**src/design/pgs_pkg.sv**
```systemverilog
// ----------------------------------------------------------------------------
// pgs_pkg
// Shared types and constants of the polar Gaussian pair pipeline.
// ----------------------------------------------------------------------------
package pgs_pkg;

   localparam int UNIFORM_BITS_DEF  = 32;
   localparam int OUT_FRAC_BITS_DEF = 27;

   // 2 ln 2 in Q1.63
   localparam logic [63:0] TWO_LN2_Q63 = 64'hB17217F7D1CF79AC;

   // signed exponent / shift count
   typedef logic signed [9:0] exp_type;

   // per-item data that rides along the whole pipeline
   typedef struct packed {
      logic [31:0] mag_a;
      logic [31:0] mag_b;
      logic        neg_a;
      logic        neg_b;
      logic [5:0]  lead;   // leading-one position of r2 word
      logic [63:0] mant;   // r2 word normalized to Q1.63
   } side_type;

endpackage

```
**src/design/pgs_sqrt_stage.sv**
```systemverilog
// ----------------------------------------------------------------------------
// pgs_sqrt_stage
// One root bit of the digit-by-digit square root of r * 2^62.
// ----------------------------------------------------------------------------
module pgs_sqrt_stage import pgs_pkg::*; #(
   parameter int IDX = 0
) (
   input  logic        clock,
   input  logic        reset,
   input  logic        adv,
   input  logic        in_valid,
   input  logic [63:0] in_rad,
   input  logic [64:0] in_rem,
   input  logic [62:0] in_root,
   input  exp_type     in_sh,
   input  side_type    in_side,
   output logic        out_valid,
   output logic [63:0] out_rad,
   output logic [64:0] out_rem,
   output logic [62:0] out_root,
   output exp_type     out_sh,
   output side_type    out_side
);

   localparam int PAIR_HI = 63 - 2 * IDX;

   logic        valid_ff;
   logic [63:0] rad_ff;
   logic [64:0] rem_ff, rem_in;
   logic [62:0] root_ff;
   exp_type     sh_ff;
   side_type    side_ff;
   logic [1:0]  pair;
   logic [65:0] rem_sh, trial, diff;
   logic        ge;

   // radicand bits below the word are zero
   generate
      if (PAIR_HI >= 1) begin : g_pair
         assign pair = in_rad[PAIR_HI -: 2];
      end else begin : g_zero
         assign pair = 2'b00;
      end
   endgenerate

   always_comb begin
      rem_sh = {in_rem[63:0], pair};
      trial  = {1'b0, in_root, 2'b01};
      diff   = rem_sh - trial;
      ge     = rem_sh >= trial;
      rem_in = ge ? diff[64:0] : rem_sh[64:0];
   end

   always_ff @(posedge clock) begin
      if (reset) begin
         valid_ff <= 1'b0;
      end else if (adv) begin
         valid_ff <= in_valid;
      end
   end

   always_ff @(posedge clock) begin
      if (adv) begin
         rad_ff  <= in_rad;
         rem_ff  <= rem_in;
         root_ff <= {in_root[61:0], ge};
         sh_ff   <= in_sh;
         side_ff <= in_side;
      end
   end

   assign out_valid = valid_ff;
   assign out_rad   = rad_ff;
   assign out_rem   = rem_ff;
   assign out_root  = root_ff;
   assign out_sh    = sh_ff;
   assign out_side  = side_ff;

endmodule

```
**config.mk**
```make
export PLATFORM = sky130hd
export DESIGN_NAME = pgs_sqrt_stage
export DESIGN_NICKNAME = d
export VERILOG_FILES = /design/src/design/pgs_pkg.sv /design/src/design/pgs_sqrt_stage.sv
export SDC_FILE = /design/constraint.sdc
export NUM_CORES = 1
export LEC_CHECK = 0
export BUFFER_PORTS_ARGS = -buffer_cell sky130_fd_sc_hd__buf_2
export CORE_AREA = 2 2 265 267
export DETAILED_ROUTE_END_ITERATION = 10
export DIE_AREA = 0 0 267 269
export SKIP_LAST_GASP = 1
export SYNTH_ARGS = -nofsm -noshare
export SYNTH_HDL_FRONTEND = slang
export SYNTH_SLANG_ARGS = --single-unit
```
**constraint.sdc**
```tcl
create_clock -name clock -period 4.2 [get_ports clock]
set_clock_uncertainty 0.05 [all_clocks]
set_input_delay 0.84 -clock clock [delete_from_list [all_inputs] [get_ports clock]]
set_output_delay 0.84 -clock clock [all_outputs]
set_load 0.1 [all_outputs]
```
==> impl_metrics.csv <==
group,metric,value,unit
min_path,holdCritPathClass,"input pin to flop",
placed_design,io_buffer_count,679,
floorplanning,die_y,269,um
synth,synth_area_leaders,"edfxtp_1 (67%), ha_1 (5.4%), o21ai_0 (2.9%)",
cts,root_buffer,"clkbuf_16",
detailed_routing,drt_iter0_drc,773,
cts,post_cts_buffers,0,
sta,holdWs,0.386,ns
pwr,p_leak,0.00911,uW
detailed_routing,drc,0,
synth,seq_area_frac_synth,67.0,%
worst_setup_path,cp-endpoint,"out_rem[35]$_DFFE_PP_",
sta,setup_violations,0,
min_path,min_from,"reset",
cts,cts.sinks,339,
synth,netlist_area,15200,sq um
floorplanning,rows,97,
cts,postCtsResizedCells,0,
grt,grt_max_degree,91,
floorplanning,die_area,71800,sq um
detailed_routing,via_per_inst,4.36,
worst_setup_path,r2r_cells,2,
cells_and_area,nNetsFinal,2301,
worst_setup_path,cp.arrival,3.92,ns
synth,synth_cell_type_count,70,
detailed_routing,vias,12500,
worst_setup_path,path_buf_inv,2,
worst_setup_path,critical-path-slowest-cell,"a2111oi_0",
sta,period_share,87.2,%
worst_setup_path,path_cells,"buf_2 > ha_1 > a2111oi_0 > o21ai_1 > a22o_1 > buf_4 > a21oi_1 > o21bai_1 > a21o_1 > a21boi_0 > xor2_1 > o21ai_0",
synth,synth_compound_area_share,11.8,%
cts,numCtsBuffers,40,
synth,synth_ff_type,"edfxtp_1",
synth,synth_xor_area_share,3.58,%
sta,setup_ws,0.536,ns
floorplanning,io_pins,681,
cells_and_area,final_util,30.7,%
worst_setup_path,worstSetupStartpoint,"in_rem[6]",
placed_design,dpl_cell_area,20100,sq um
pwr,vdd_drop_max,0.000286,V
detailed_routing,wl,64.3,mm
synth,async_flop_share,0,%
synth,synth.most_common_cell,"edfxtp_1",
cells_and_area,drive_above_1_share,43.0,%
floorplanning,initial_core_util,21.9,%
cts,holdBufCountCts,0,
worst_setup_path,crit_type,"input pin to flop",
synth,synth_edf_count,338,
worst_setup_path,cp_top_family,"compound AO/OA/AOI/OAI gates",
cts,path_clk_slew,0.06,ns
cts,clockBufferDepth,3,
sta,clock.fmax,273,MHz
placed_design,dp_slack,-0.145,ns
detailed_routing,wl_per_cell,22.4,um
sta,relSlewSlack,47.3,%
synth,yosys.area_share.simple,8.14,%
cells_and_area,fin_cells,2868,
worst_setup_path,slowest_delay,0.53,ns
placed_design,dp.cells,2792,
sta,rsz0062_at_grt,"false",
synth,synth_mux_area_share,0.585,%
grt,grt_pass1_vias,12500,
synth,synth_area_per_cell,13.2,sq um
grt,gr-usage-all-layers,16.9,%
cells_and_area,syn_to_final_growth,40.4,%
worst_setup_path,r2r-end,"out_valid$_SDFFE_PP0P_",
cells_and_area,fillCellCount,7127,
synth,yosys.area.top_type,"edfxtp_1",
synth,synth-adder-area-share,5.36,%
grt,antenna_found_initial,23,
synth,synth_top_family_by_area,"compound AO/OA/AOI/OAI gates",
detailed_routing,ant_nets,0,
synth,syn_inst,1150,
cts,h-tree-depth,2,
synth,yosysWarningCount,0,
floorplanning,die_x,267,um
run,maxCapViolations,0,
grt,grt_pass1_wl,87.8,mm
detailed_routing,drt_first_pass_iters,7,
worst_setup_path,ff2ff_setup_slack,3.57,ns
synth,syn-num-nets,1557,
pwr,power_density,530,nW/um^2
worst_setup_path,critPathLaunchType,"input pin",
cts,tritoncts,"done",
sta,timing.final.max_slew_violations,0,
sta,finalCriticalPeriod,3.66,ns
worst_setup_path,end_kind,"flop",
sta,finalHoldViolations,0,
floorplanning,fp.coreArea,69300,sq um
cts,insertion_delay,0.56,ns
synth,synth_top_area_share,66.9,%
synth,synth_common_cells,"edfxtp_1 (338), nand2_1 (115), o21ai_0 (88), a21oi_1 (80), inv_1 (80)",
worst_setup_path,r2r_start,"out_valid$_SDFFE_PP0P_",
worst_setup_path,critical_path_cell_count,12,
worst_setup_path,cp.required,4.45,ns
placed_design,gp_congestion,0.879,
grt,grt-ovfl-total,0,
cells_and_area,stdcell_area,21300,sq um
run_status,outcome,"finished clean",
sta,tightest_slew,0.782,ns
synth,ys_ff_latch,339,
worst_setup_path,cp_max_fo,6,
placed_design,hpwl,53.2,mm
## worst min path at each step
stage                                         to  slack [ns]  cells after the start
final                     out_valid$_SDFFE_PP0P_        0.39                      2
after global routing      out_valid$_SDFFE_PP0P_        0.37                      2
after CTS                 out_valid$_SDFFE_PP0P_        0.35                      2
after detailed placement  out_valid$_SDFFE_PP0P_        0.43                      2
after global placement    out_valid$_SDFFE_PP0P_        0.43                      2
after floorplan           out_valid$_SDFFE_PP0P_        0.86                      1
## placed cells by master, fill, tap and decap left out, drive strengths merged, types with 5 or more instances in the layout
master / instances
buf: 748
edfxtp: 338
nand2: 116
o21ai: 110
inv: 84
a21oi: 81
ha: 65
clkbuf: 46
nor2: 45
xnor2: 37
xor2: 25
nand4: 24
a21o: 23
clkinv: 16
nand3: 15
nand2b: 13
nor3: 13
o21bai: 13
a211oi: 9
a31oi: 9
nor2b: 7
mux2: 7
diode: 6
o211ai: 6
and3: 6
o21a: 5
clkinvlp: 5
## routing by layer
layer	share of wire (%)	global-route usage [%]	wire length, um
met4	2.7	5.34	1700
met5	0.26	0	166
met1	40	20.3	25600
met2	50	29.0	31800
met3	7.7	5.00	4960
## where the power goes
group / internal [uW] / switching [uW] / total [uW]
logic: 699 / 3200 / 3900
clock network: 1750 / 1440 / 3200
registers: 4100 / 82.6 / 4190
## stage by stage
step                      setup TNS [ns]  total power [uW]
after floorplan                        0              7190
after global placement            -0.761              8160
after detailed placement           -1.93              8170
after CTS                              0             11400
after global routing                   0             11700
final                                  0             11300
## cell type report
| cell class | count | area (sq um) | share of cell area (%) |
|---|---|---|---|
| diodes | 6 | 15.0 | 0.0705 |
| clock buffers | 46 | 1020 | 4.80 |
| clock inverters | 24 | 146 | 0.687 |
| inverters | 81 | 304 | 1.43 |
| multi-input cells | 684 | 4470 | 21.0 |
| flip-flops and latches | 339 | 10200 | 47.7 |
| well taps | 940 | 1180 | 5.52 |
| repair buffers | 748 | 4000 | 18.8 |
## logic make-up after synthesis
logic type / Yosys count
flops: 339
buf+inv: 127
simple gates: 261
fa+ha+maj: 65
mux: 8
xor+xnor: 62
compound gates: 288
## registers in the layout, summed over array words and instances, names as in the netlist
name,cells
out_rad,64
out_side,136
out_rem,65
out_root,63
out_sh,10
out_valid,1
Power figures use the tool's default switching activity.
