<file path="src/design/pgs_pkg.sv">
// ----------------------------------------------------------------------------
// pgs_pkg
// Shared types and constants of the polar Gaussian pair pipeline.
// ----------------------------------------------------------------------------
package pgs_pkg;

   localparam int UNIFORM_BITS_DEF  = 32;
   localparam int OUT_FRAC_BITS_DEF = 27;

   // 2 ln 2 in Q1.63
   localparam logic [63:0] TWO_LN2_Q63 = 64'hB17217F7D1CF79AC;

   // signed exponent / shift count
   typedef logic signed [9:0] exp_type;

   // per-item data that rides along the whole pipeline
   typedef struct packed {
      logic [31:0] mag_a;
      logic [31:0] mag_b;
      logic        neg_a;
      logic        neg_b;
      logic [5:0]  lead;   // leading-one position of r2 word
      logic [63:0] mant;   // r2 word normalized to Q1.63
   } side_type;

endpackage

</file>
<file path="src/design/pgs_front.sv">
// ----------------------------------------------------------------------------
// pgs_front
// Maps uniforms to signed magnitudes, forms r2, rejects, normalizes r2.
// ----------------------------------------------------------------------------
module pgs_front import pgs_pkg::*; #(
   parameter int UNIFORM_BITS = UNIFORM_BITS_DEF
) (
   input  logic        clock,
   input  logic        reset,
   input  logic        adv,
   input  logic        in_valid,
   input  logic [31:0] in_first,
   input  logic [31:0] in_second,
   output logic        out_valid,
   output side_type    out_side
);

   localparam logic [31:0] UMASK = 32'((64'd1 << UNIFORM_BITS) - 64'd1);
   localparam logic [31:0] HALF  = 32'(64'd1 << (UNIFORM_BITS - 1));
   localparam logic [63:0] SLIM  = 64'd1 << (2 * UNIFORM_BITS - 2);

   logic [2:0]  v_ff, v_in;
   side_type    s1_ff, s1_in, s2_ff, s3_ff, s4_ff, s4_in;
   logic [63:0] sq_a_ff, sq_b_ff, sq_a_in, sq_b_in;
   logic [63:0] sum_ff, sum_in;
   logic        keep;
   logic        v4_ff;
   logic [31:0] ua, ub;
   logic [63:0] nrm;
   logic [5:0]  lz;

   // stage 1: offset to signed magnitude
   always_comb begin
      ua = in_first & UMASK;
      ub = in_second & UMASK;
      s1_in       = '0;
      s1_in.mag_a = (ua >= HALF) ? ua - HALF : HALF - ua;
      s1_in.mag_b = (ub >= HALF) ? ub - HALF : HALF - ub;
      s1_in.neg_a = ua < HALF;
      s1_in.neg_b = ub < HALF;
   end

   // stage 2: squares
   assign sq_a_in = s1_ff.mag_a * s1_ff.mag_a;
   assign sq_b_in = s1_ff.mag_b * s1_ff.mag_b;

   // stage 3: r2 word and rejection
   assign sum_in = sq_a_ff + sq_b_ff;
   assign keep   = (sum_in != 64'd0) && (sum_in < SLIM);

   // stage 4: leading-zero count by a log shifter
   always_comb begin
      nrm = sum_ff;
      lz  = '0;
      for (int i = 5; i >= 0; i--) begin
         if ((nrm >> (64 - (1 << i))) == 64'd0) begin
            nrm   = nrm << (1 << i);
            lz[i] = 1'b1;
         end
      end
      s4_in      = s3_ff;
      s4_in.lead = 6'd63 - lz;
      s4_in.mant = nrm;
   end

   assign v_in = {v_ff[1] & keep, v_ff[0], in_valid};

   always_ff @(posedge clock) begin
      if (reset) begin
         v_ff  <= '0;
         v4_ff <= 1'b0;
      end else if (adv) begin
         v_ff  <= v_in;
         v4_ff <= v_ff[2];
      end
   end

   always_ff @(posedge clock) begin
      if (adv) begin
         s1_ff   <= s1_in;
         s2_ff   <= s1_ff;
         sq_a_ff <= sq_a_in;
         sq_b_ff <= sq_b_in;
         s3_ff   <= s2_ff;
         sum_ff  <= sum_in;
         s4_ff   <= s4_in;
      end
   end

   assign out_valid = v4_ff;
   assign out_side  = s4_ff;

endmodule

</file>
<file path="config.mk">
export PLATFORM = sky130hd
export DESIGN_NAME = pgs_front
export DESIGN_NICKNAME = d
export VERILOG_FILES = /design/src/design/pgs_pkg.sv /design/src/design/pgs_front.sv
export SDC_FILE = /design/constraint.sdc
export NUM_CORES = 2
export LEC_CHECK = 0
export ABC_AREA = 1
export BUFFER_PORTS_ARGS = -buffer_cell sky130_fd_sc_hd__buf_2
export CAP_MARGIN = 20
export CORE_ASPECT_RATIO = 0.8
export CORE_MARGIN = 2
export CORE_UTILIZATION = 60
export CTS_BUF_LIST = sky130_fd_sc_hd__clkbuf_8
export DETAILED_ROUTE_END_ITERATION = 12
export PLACE_DENSITY = 0.81
export SYNTH_ARGS = -nofsm -noshare
export SYNTH_HDL_FRONTEND = slang
export SYNTH_SLANG_ARGS = --single-unit
</file>
<file path="constraint.sdc">
create_clock -name clock -period 7.8 [get_ports clock]
set_clock_uncertainty 0.05 [all_clocks]
set_input_delay 0.78 -clock clock [delete_from_list [all_inputs] [get_ports clock]]
set_output_delay 0.78 -clock clock [all_outputs]
set_load 0.1 [all_outputs]
</file>
==> out/results.ini <==
[outcome]
outcome = finished clean

[drt]
dr.pass1.iters = 7
drt-initial-drc-count = 6001
drt-vias-per-instance = 5.38
vias = 66200
post_drt_wl_per_cell_um = 18.4
ant_nets = 0
finalWirelength_mm = 226
drcViolationCount = 0

[sta]
maxSlewHeadroom_pct = 28.3
worstMarginPinSlew_ps = 1070
finalCriticalPeriod_ps = 7650
finalSetupViolations = 0
rsz0062_at_grt = yes
setup_ws_ps = 146
drv_slew = 0
fmax_mhz = 131
finalCritPeriodShare_pct = 98.1
tns_ps = 0
holdWs_ps = 105
hold_viol = 0

[floorplanning]
die_w_um = 427
start_util_pct = 60.3
std_cell_rows = 124
dieArea_um2 = 146000
fp.dieH_um = 343
io_pins = 205
core_um2 = 143000

[synthesis]
yosys_warnings = 0
synth_nets = 12200
netlist_area_um2 = 86000
ys_seq_area_share_pct = 18.3
synth_flop_cell = edfxtp_1
synth_edf_count = 522
avgSynthCellArea_um2 = 8.73
syn_inst = 9853
ys_ff_latch = 526
yosysUniqueCellTypes = 52
ys_async_sr_fraction_pct = 0

[worst_setup_path]
rr_endpoint = sq_b_ff[55]
crit_path_end_kind = flip-flop
r2r_setup_slack_ps = 150
cp_slowest_cell = fa_1
r2r-start = s1_ff[75]
cp.required_ps = 8300
worstRegToRegCells = 30
setup.worst_path.start_class = flip-flop
slowest_delay_ps = 610
criticalPathCategory = flip-flop to flip-flop
critPathArrivalTime_ps = 8160
crit_path_max_fanout = 10

[placement]
routabilityCongestion = 0.980
hpwlAfterDp_mm = 185
pre_cts_slack_ps = -319
numPortBuffers = 204

[clocking]
cts_buffer_depth = 3
cts_tree = yes
cts_made_buffers = 93
cts.sink_count = 526
root_buffer = clkbuf_8
h-tree-depth = 3
path_clk_slew_ps = 60
clkLatencyLatePin_ps = 840
ctsHoldBuffers = 0

[min_path]
hp-class = input pin to flip-flop
min_to = s1_ff[104]
worstHoldStart = in_first[0]
whs_path_depth = 1

[final_layout]
areaGrowthSynthToFinish_pct = 10.3
fin_nets = 12600
fin_util_pct = 66.5
layout-drive-gt1-share_pct = 9.67

[grt]
grt_pass1_vias = 70000
overflow = 0
grt_pass1_wl_mm = 363
grt_max_degree = 156
antenna_found_initial = 1
grtUsageTotal_pct = 31.4

[run]
maxCapViolations = 0

[per-stage QoR]
step,instances,instance area (um^2)
finish,12300,94900
global route,12300,94900
CTS,12200,93400
detailed placement,12100,91500
global placement,12100,91500
floorplan,9853,86000
[cell usage after synthesis (all sizes together), types with 2 or more instances]
master | instances | area [um^2]
inv | 2907 | 10900
nand2 | 2053 | 7740
fa | 1583 | 31700
ha | 656 | 8210
edfxtp | 522 | 15700
nor2 | 416 | 1620
o21ai | 327 | 1640
a21oi | 290 | 1450
clkbuf | 219 | 822
xor2 | 189 | 1660
nand3 | 139 | 696
xnor2 | 124 | 1090
buf | 81 | 434
a31oi | 74 | 463
o21bai | 50 | 375
nor3 | 48 | 240
a21o | 22 | 165
o21a | 21 | 158
nand4 | 19 | 119
a21boi | 17 | 128
or2 | 16 | 100
nor4 | 14 | 87.6
a31o | 12 | 105
a211oi | 11 | 82.6
o211ai | 9 | 67.6
o31ai | 6 | 45.0
dfxtp | 4 | 80.1
nand3b | 3 | 22.5
nor3b | 3 | 22.5
o221ai | 3 | 26.3
and3 | 2 | 12.5
clkinv | 2 | 7.51
o2111ai | 2 | 17.5
[cells by family (layout without fill, tap and decap cells)]
| logic type | after synthesis | in the layout | share of synthesized area [%] |
|---|---|---|---|
| adder cells (fa/ha/maj) | 2239 | 2239 | 46.4 |
| XOR/XNOR | 313 | 313 | 3.19 |
| buffers and inverters | 3209 | 3773 | 14.2 |
| flip-flops | 526 | 526 | 18.3 |
| AND/OR/NAND/NOR | 2714 | 2714 | 12.4 |
| other | 0 | 1 | 0 |
| AO/OA/AOI/OAI | 852 | 852 | 5.57 |
[metal layers]
layer / wire, um / GRT usage [%] / up-vias / share of wire (%)
met3: 20400 / 5.17 / 662 / 9.0
met1: 90200 / 43.5 / 32400 / 40
li1: - / - / 30000 / -
met4: 9490 / 11.9 / 0 / 4.2
met5: 0 / 0 / - / 0
met2: 106000 / 50.3 / 3163 / 47
[worst max-delay path: cells and delay by family, from the launching register on]
kind	cells	cell delay, ps
compound gates	4	730
xor+xnor	2	390
fa+ha+maj	9	4220
buf+inv	7	860
flops	1	480
simple gates	8	650
[worst max-delay path by stage]
stage / depth (start not counted) / startpoint / slack, ps / end
after CTS: 30 / s1_ff[108] / -10 / sq_a_ff[58]
after floorplan: 33 / s1_ff[116] / 10 / sq_a_ff[47]
final: 30 / s1_ff[75] / 150 / sq_b_ff[55]
after global routing: 29 / s1_ff[107] / -100 / sq_a_ff[52]
after detailed placement: 30 / s1_ff[108] / -320 / sq_a_ff[58]
after global placement: 31 / s1_ff[108] / -140 / sq_a_ff[58]
[cells in the final DEF, fill, tap and decap left out, types with 16 or more instances in the layout]
cell type and count:
inv_1 2919, nand2_1 2018, fa_1 1574, ha_1 638
edfxtp_1 522, buf_4 424, nor2_1 402, a21oi_1 261
o21ai_0 219, buf_2 203, xor2_1 186, nand3_1 139
xnor2_1 123, o21ai_1 97, clkbuf_8 93, a31oi_1 71
nor3_1 48, o21bai_1 46, nand2_2 31, buf_12 30
buf_6 30, a21oi_2 28, a21o_1 22, o21a_1 21
nand4_1 19, inv_2 17, or2_2 16
[state kept, by name (all words and copies together) (netlist names), 3 cells and up]
| register | cells |
|---|---|
| out_side | 136 |
| s1_ff | 66 |
| s2_ff | 66 |
| s3_ff | 66 |
| sum_ff | 64 |
| sq_a_ff | 62 |
| sq_b_ff | 62 |
| v_ff | 3 |
[layout make-up]
type	count	area, um^2
inverter	2909	10900
clock inverter	77	599
fill	10800	47700
clock buffer	93	1280
multi-input combinational	6118	58700
tap	1890	2360
sequential	526	15800
timing repair buffer	694	5250
antenna	1	2.50
[what timing repair did]
item                       in CTS  in global routing
gates cloned                    0                  1
resized for setup              15                200
setup endpoints to repair      20                 53
buffers inserted                3                 82
pin swaps                       1                 81
Power is not shown: default switching activity piles up to over one toggle a cycle in this logic, so the estimate is an artifact.
