## src/design/pgs_pkg.sv

```systemverilog
// ----------------------------------------------------------------------------
// pgs_pkg
// Shared types and constants of the polar Gaussian pair pipeline.
// ----------------------------------------------------------------------------
package pgs_pkg;

   localparam int UNIFORM_BITS_DEF  = 32;
   localparam int OUT_FRAC_BITS_DEF = 27;

   // 2 ln 2 in Q1.63
   localparam logic [63:0] TWO_LN2_Q63 = 64'hB17217F7D1CF79AC;

   // signed exponent / shift count
   typedef logic signed [9:0] exp_type;

   // per-item data that rides along the whole pipeline
   typedef struct packed {
      logic [31:0] mag_a;
      logic [31:0] mag_b;
      logic        neg_a;
      logic        neg_b;
      logic [5:0]  lead;   // leading-one position of r2 word
      logic [63:0] mant;   // r2 word normalized to Q1.63
   } side_type;

endpackage

```

## src/design/pgs_div_stage.sv

```systemverilog
// ----------------------------------------------------------------------------
// pgs_div_stage
// One restoring division step of -2 ln r2 by the r2 mantissa.
// ----------------------------------------------------------------------------
module pgs_div_stage import pgs_pkg::*; (
   input  logic        clock,
   input  logic        reset,
   input  logic        adv,
   input  logic        in_valid,
   input  logic [63:0] in_rem,
   input  logic [64:0] in_quo,
   input  exp_type     in_exp,
   input  side_type    in_side,
   output logic        out_valid,
   output logic [63:0] out_rem,
   output logic [64:0] out_quo,
   output exp_type     out_exp,
   output side_type    out_side
);

   logic        valid_ff;
   logic [63:0] rem_ff, rem_in;
   logic [64:0] quo_ff, rem2, diff;
   exp_type     exp_ff;
   side_type    side_ff;
   logic        ge;

   // shift, compare, subtract
   always_comb begin
      rem2   = {in_rem, 1'b0};
      diff   = rem2 - {1'b0, in_side.mant};
      ge     = rem2 >= {1'b0, in_side.mant};
      rem_in = ge ? diff[63:0] : rem2[63:0];
   end

   always_ff @(posedge clock) begin
      if (reset) begin
         valid_ff <= 1'b0;
      end else if (adv) begin
         valid_ff <= in_valid;
      end
   end

   always_ff @(posedge clock) begin
      if (adv) begin
         rem_ff  <= rem_in;
         quo_ff  <= {in_quo[63:0], ge};
         exp_ff  <= in_exp;
         side_ff <= in_side;
      end
   end

   assign out_valid = valid_ff;
   assign out_rem   = rem_ff;
   assign out_quo   = quo_ff;
   assign out_exp   = exp_ff;
   assign out_side  = side_ff;

endmodule

```

## config.mk

```make
export PLATFORM = sky130hd
export DESIGN_NAME = pgs_div_stage
export DESIGN_NICKNAME = d
export VERILOG_FILES = /design/src/design/pgs_pkg.sv /design/src/design/pgs_div_stage.sv
export SDC_FILE = /design/constraint.sdc
export NUM_CORES = 1
export LEC_CHECK = 0
export BUFFER_PORTS_ARGS = -buffer_cell sky130_fd_sc_hd__buf_2
export CAP_MARGIN = 10
export CORE_AREA = 2 2 216 218
export CTS_BUF_LIST = sky130_fd_sc_hd__clkbuf_8 sky130_fd_sc_hd__clkbuf_16
export DETAILED_ROUTE_END_ITERATION = 12
export DIE_AREA = 0 0 218 220
export GPL_TIMING_DRIVEN = 0
export PLACE_DENSITY = 0.61
export SLEW_MARGIN = 0
export SYNTH_ARGS = -nofsm -noshare
export SYNTH_HDL_FRONTEND = slang
export SYNTH_SLANG_ARGS = --single-unit
```

## constraint.sdc

```tcl
create_clock -name clock -period 9.2 [get_ports clock]
set_input_delay 0.92 -clock clock [delete_from_list [all_inputs] [get_ports clock]]
set_output_delay 0.92 -clock clock [all_outputs]
set_load 0.01 [all_outputs]
```

==> parameters.txt <==
Parameter                              Value

Clock tree
  # H-tree levels    2
  CTS-repair resized insts    0
  Post-CTS Setup Bufs    0
  Max Buffers Root-to-Sink    3
  Clock network latency to the later pin of the worst-skew pair    0.53 ns
  Clock buffers created by TritonCTS    35
  Cts hold-fix bufs    0
  Number of sinks handled by clock tree synthesis    276
  Clock edge transition at the registers on the reported setup and hold paths    0.05 ns
  Clock root buffer    sky130_fd_sc_hd__clkbuf_16
  TritonCTS clock tree    yes

Drt
  Remaining routing DRC violations    0
  Number of iterations in the first detailed-routing pass    5
  Total detailed-routing wirelength    48.29 mm
  Vias post-DR    10.91k
  Via density per instance    4.733
  DRC marker count from the first detailed-route iteration    731
  Count of antenna-violating nets left after detailed routing    0
  Avg WL per Cell    20.96 um

Worst setup path
  Worst path required time    9.54 ns
  Cell depth of the worst flop-to-flop path    2
  Crit Path Class    input port to flip-flop
  R2R Path End    out_valid$_SDFFE_PP0P_
  Worst-path maximum fanout    10
  Sort of element at the start of the critical path    input port
  Worst reg2reg path startpoint    out_valid$_SDFFE_PP0P_
  Worst R2R Setup Slack    8.62 ns
  Setup crit end kind    flip-flop
  Crit path DAT    5.11 ns

Placement
  DP Area    16630 um^2
  Sum of net half-perimeters after detailed placement    39.07 mm
  Final weighted congestion in routability-driven placement    0.8896
  Worst slack, placed    3.827 ns
  Number of buffers added on ports    553

Power and ir drop
  Design Power    3.583 mW
  Switching share of power    0.2779
  Clock share of power    0.375
  Comb pwr share    0.189
  Internal cell power    2.587 mW
  Worst vdd ir    0.1371 mV
  Power density of the placed cells    201.7 nW/um^2
  Switching power summed over all nets    995.8 uW
  Leak    7.712 nW
  Flop pwr share    0.436

Global route
  Overall fraction of global-route tracks in use    0.1912
  Vias in the first global route    10.66k
  Pin count of the biggest net entering global routing    129
  Antenna violations before repair    8
  Sum of overflow across all layers after global routing    0
  First-pass GRT wire length    67.70 mm

STA
  Number of failing hold endpoints at the final stage    0
  Tmin final    4.770 ns
  Smallest setup slack after layout    4.430 ns
  Final clock period utilization by the worst path    0.5185
  Max-Slew Margin vs Limit    0.3367
  RSZ-0062 raised after global routing    false
  Highest Clock Rate    0.2097 GHz
  Sum of negative setup slack    0 ns
  Least-Margin Pin Slew    0.9846 ns
  Number of endpoints failing setup at the final stage    0
  Post-route clock skew    0 ns
  Number of pins with negative max-slew slack in the final report    0

Logic synthesis
  Number of standard cells after synthesis    1074
  Mean area per synthesized cell    12.13 um^2
  Synthesized cell area    13030 um^2
  Main synth FF type    sky130_fd_sc_hd__edfxtp_1
  Share of synthesized area occupied by flip-flops and latches    0.6352
  Flop and latch count out of synthesis    276
  Yosys warning count    0
  Number of flops mapped to enable cells by yosys    275
  Post-synth cell types    58
  Main area contributors after synthesis    sky130_fd_sc_hd__edfxtp_1, sky130_fd_sc_hd__ha_1, sky130_fd_sc_hd__o21ai_0, sky130_fd_sc_hd__a21oi_1, sky130_fd_sc_hd__nand2_1
  Fraction of synthesis flops using an asynchronous set or reset pin    0
  Area share of the leading cell type in the synthesized netlist    0.6337
  Most area-hungry cell type in the Yosys netlist    sky130_fd_sc_hd__edfxtp_1
  Net count after synthesis    1418

Min path
  Hold path startpoint    out_valid$_SDFFE_PP0P_
  Hold Crit Endpoint    out_valid$_SDFFE_PP0P_
  Hold path depth    2
  Type of the most critical hold path    flip-flop to flip-flop

Finish
  P&R area growth vs syn    36.28%
  Total Nets Final    2011
  Utilization after layout    0.3872
  Number of filler instances in the final layout    4537
  Final Cell Area    17760 um^2
  Share of cells above drive strength 1    0.3696

Job
  Max-cap check violation count    0

Outcome
  Run status    complete, no violations

Floorplanning
  Die width    218 um
  Core outline area    45860 um^2
  Die outline area    47960 um^2
  Count of pins on the block boundary    555
  Standard-cell rows    79
  Starting Density    0.2841
  Vertical die dimension    220 um
logic make-up after synthesis:
| kind of cell | synth area share |
|---|---|
| AOI/OAI and AO/OA | 0.1308 |
| and+or+nand+nor | 0.09102 |
| buffers and inverters | 0.03649 |
| xor gates and xnor gates | 0.03965 |
| muxes | 0.003841 |
| adders and majority gates | 0.06299 |
| DFF | 0.6352 |
state kept, by name (all words and copies together) (netlist names):
signal and flops:
out_quo 65, out_exp 10, out_side 136, out_valid 1, out_rem 64
placed cells by master, fill, tap and decap left out, types with 14 or more instances in the layout:
cell type                   synthesis  layout
sky130_fd_sc_hd__a21o_1            22      22
sky130_fd_sc_hd__nand3_1           14      14
sky130_fd_sc_hd__xnor2_1           34      34
sky130_fd_sc_hd__xor2_1            25      25
sky130_fd_sc_hd__ha_1              64      64
sky130_fd_sc_hd__a21oi_1           91      91
sky130_fd_sc_hd__buf_2              8     561
sky130_fd_sc_hd__nand4_1           21      21
sky130_fd_sc_hd__nor2_1            54      54
sky130_fd_sc_hd__nand2_1          119     119
sky130_fd_sc_hd__o21ai_0           99      99
sky130_fd_sc_hd__clkbuf_1          30      30
sky130_fd_sc_hd__edfxtp_1         275     275
sky130_fd_sc_hd__clkbuf_16          0      36
sky130_fd_sc_hd__inv_1             82      90
synthesized netlist by cell type (all sizes together) (6+ instances only):
cell	number
nor2b	7
xor2	25
xnor2	34
nand2b	12
buf	9
a31oi	8
o21ai	110
nor3	9
clkbuf	30
nand4	21
nor2	54
inv	83
o31ai	7
o21a	6
edfxtp	275
a21oi	91
a21o	22
nand3	14
nand2	119
o21bai	13
ha	64
layer usage:
metal  up-vias  track usage  part of all wire
met5         -            0           0.00052
met1      5264       0.2229              0.39
met2       415       0.3490              0.52
li1       5155            -                 -
met4         4      0.05102             0.021
met3        67      0.04651             0.065
worst max-delay path, stage by stage:
cell and delay [ns]:
sky130_fd_sc_hd__buf_2 0.11, sky130_fd_sc_hd__ha_1 0.36, sky130_fd_sc_hd__a21o_1 0.22, sky130_fd_sc_hd__or3_1 0.34
sky130_fd_sc_hd__o2111ai_1 0.21, sky130_fd_sc_hd__nand2b_1 0.23, sky130_fd_sc_hd__a22oi_2 0.33, sky130_fd_sc_hd__o21ai_1 0.23
sky130_fd_sc_hd__or4b_4 0.62, sky130_fd_sc_hd__a311oi_4 0.75, sky130_fd_sc_hd__buf_6 0.30, sky130_fd_sc_hd__buf_2 0.28
sky130_fd_sc_hd__nand2_1 0.07, sky130_fd_sc_hd__o21ai_0 0.12
layout make-up:
class | instances | area, um^2 | area share
flip-flops and latches | 276 | 8278 | 0.4661
multi-input cells | 676 | 4278 | 0.2409
repair buffers | 556 | 2838 | 0.1598
clock buffers | 36 | 900.9 | 0.05073
well taps | 607 | 759.5 | 0.04276
inverters | 83 | 311.5 | 0.01754
clock inverters | 25 | 215.2 | 0.01212
plain buffers | 39 | 163.9 | 0.009229
diodes | 6 | 15.01 | 0.0008454
worst max-delay path by stage:
stage / endpoint / startpoint / cells past startpoint
5_1_grt: out_rem[52]$_DFFE_PP_ / in_side[4] / 15
6_report: out_rem[52]$_DFFE_PP_ / in_rem[3] / 14
3_3_place_gp: out_valid$_SDFFE_PP0P_ / adv / 3
4_1_cts: out_rem[52]$_DFFE_PP_ / in_rem[3] / 14
2_1_floorplan: out_rem[48]$_DFFE_PP_ / in_side[4] / 13
3_5_place_dp: out_rem[52]$_DFFE_PP_ / in_side[4] / 15
through the flow:
step / cells / hold slack, ns
after floorplan: 1074 / 0.5279
after global placement: 2234 / 0.4735
after detailed placement: 2237 / 0.4876
after CTS: 2298 / 0.5024
after global routing: 2300 / 0.5130
final: 2304 / 0.4923
power by group through the flow:
stage	clock (mW)	combinational, mW	sequential (mW)
after floorplan	0	0.275	1.66
after global placement	0	0.672	1.60
after detailed placement	0	0.681	1.59
after CTS	1.39	0.685	1.56
after global routing	1.43	0.741	1.57
final	1.34	0.677	1.56
No activity file was read; power rests on OpenSTA's default activity.
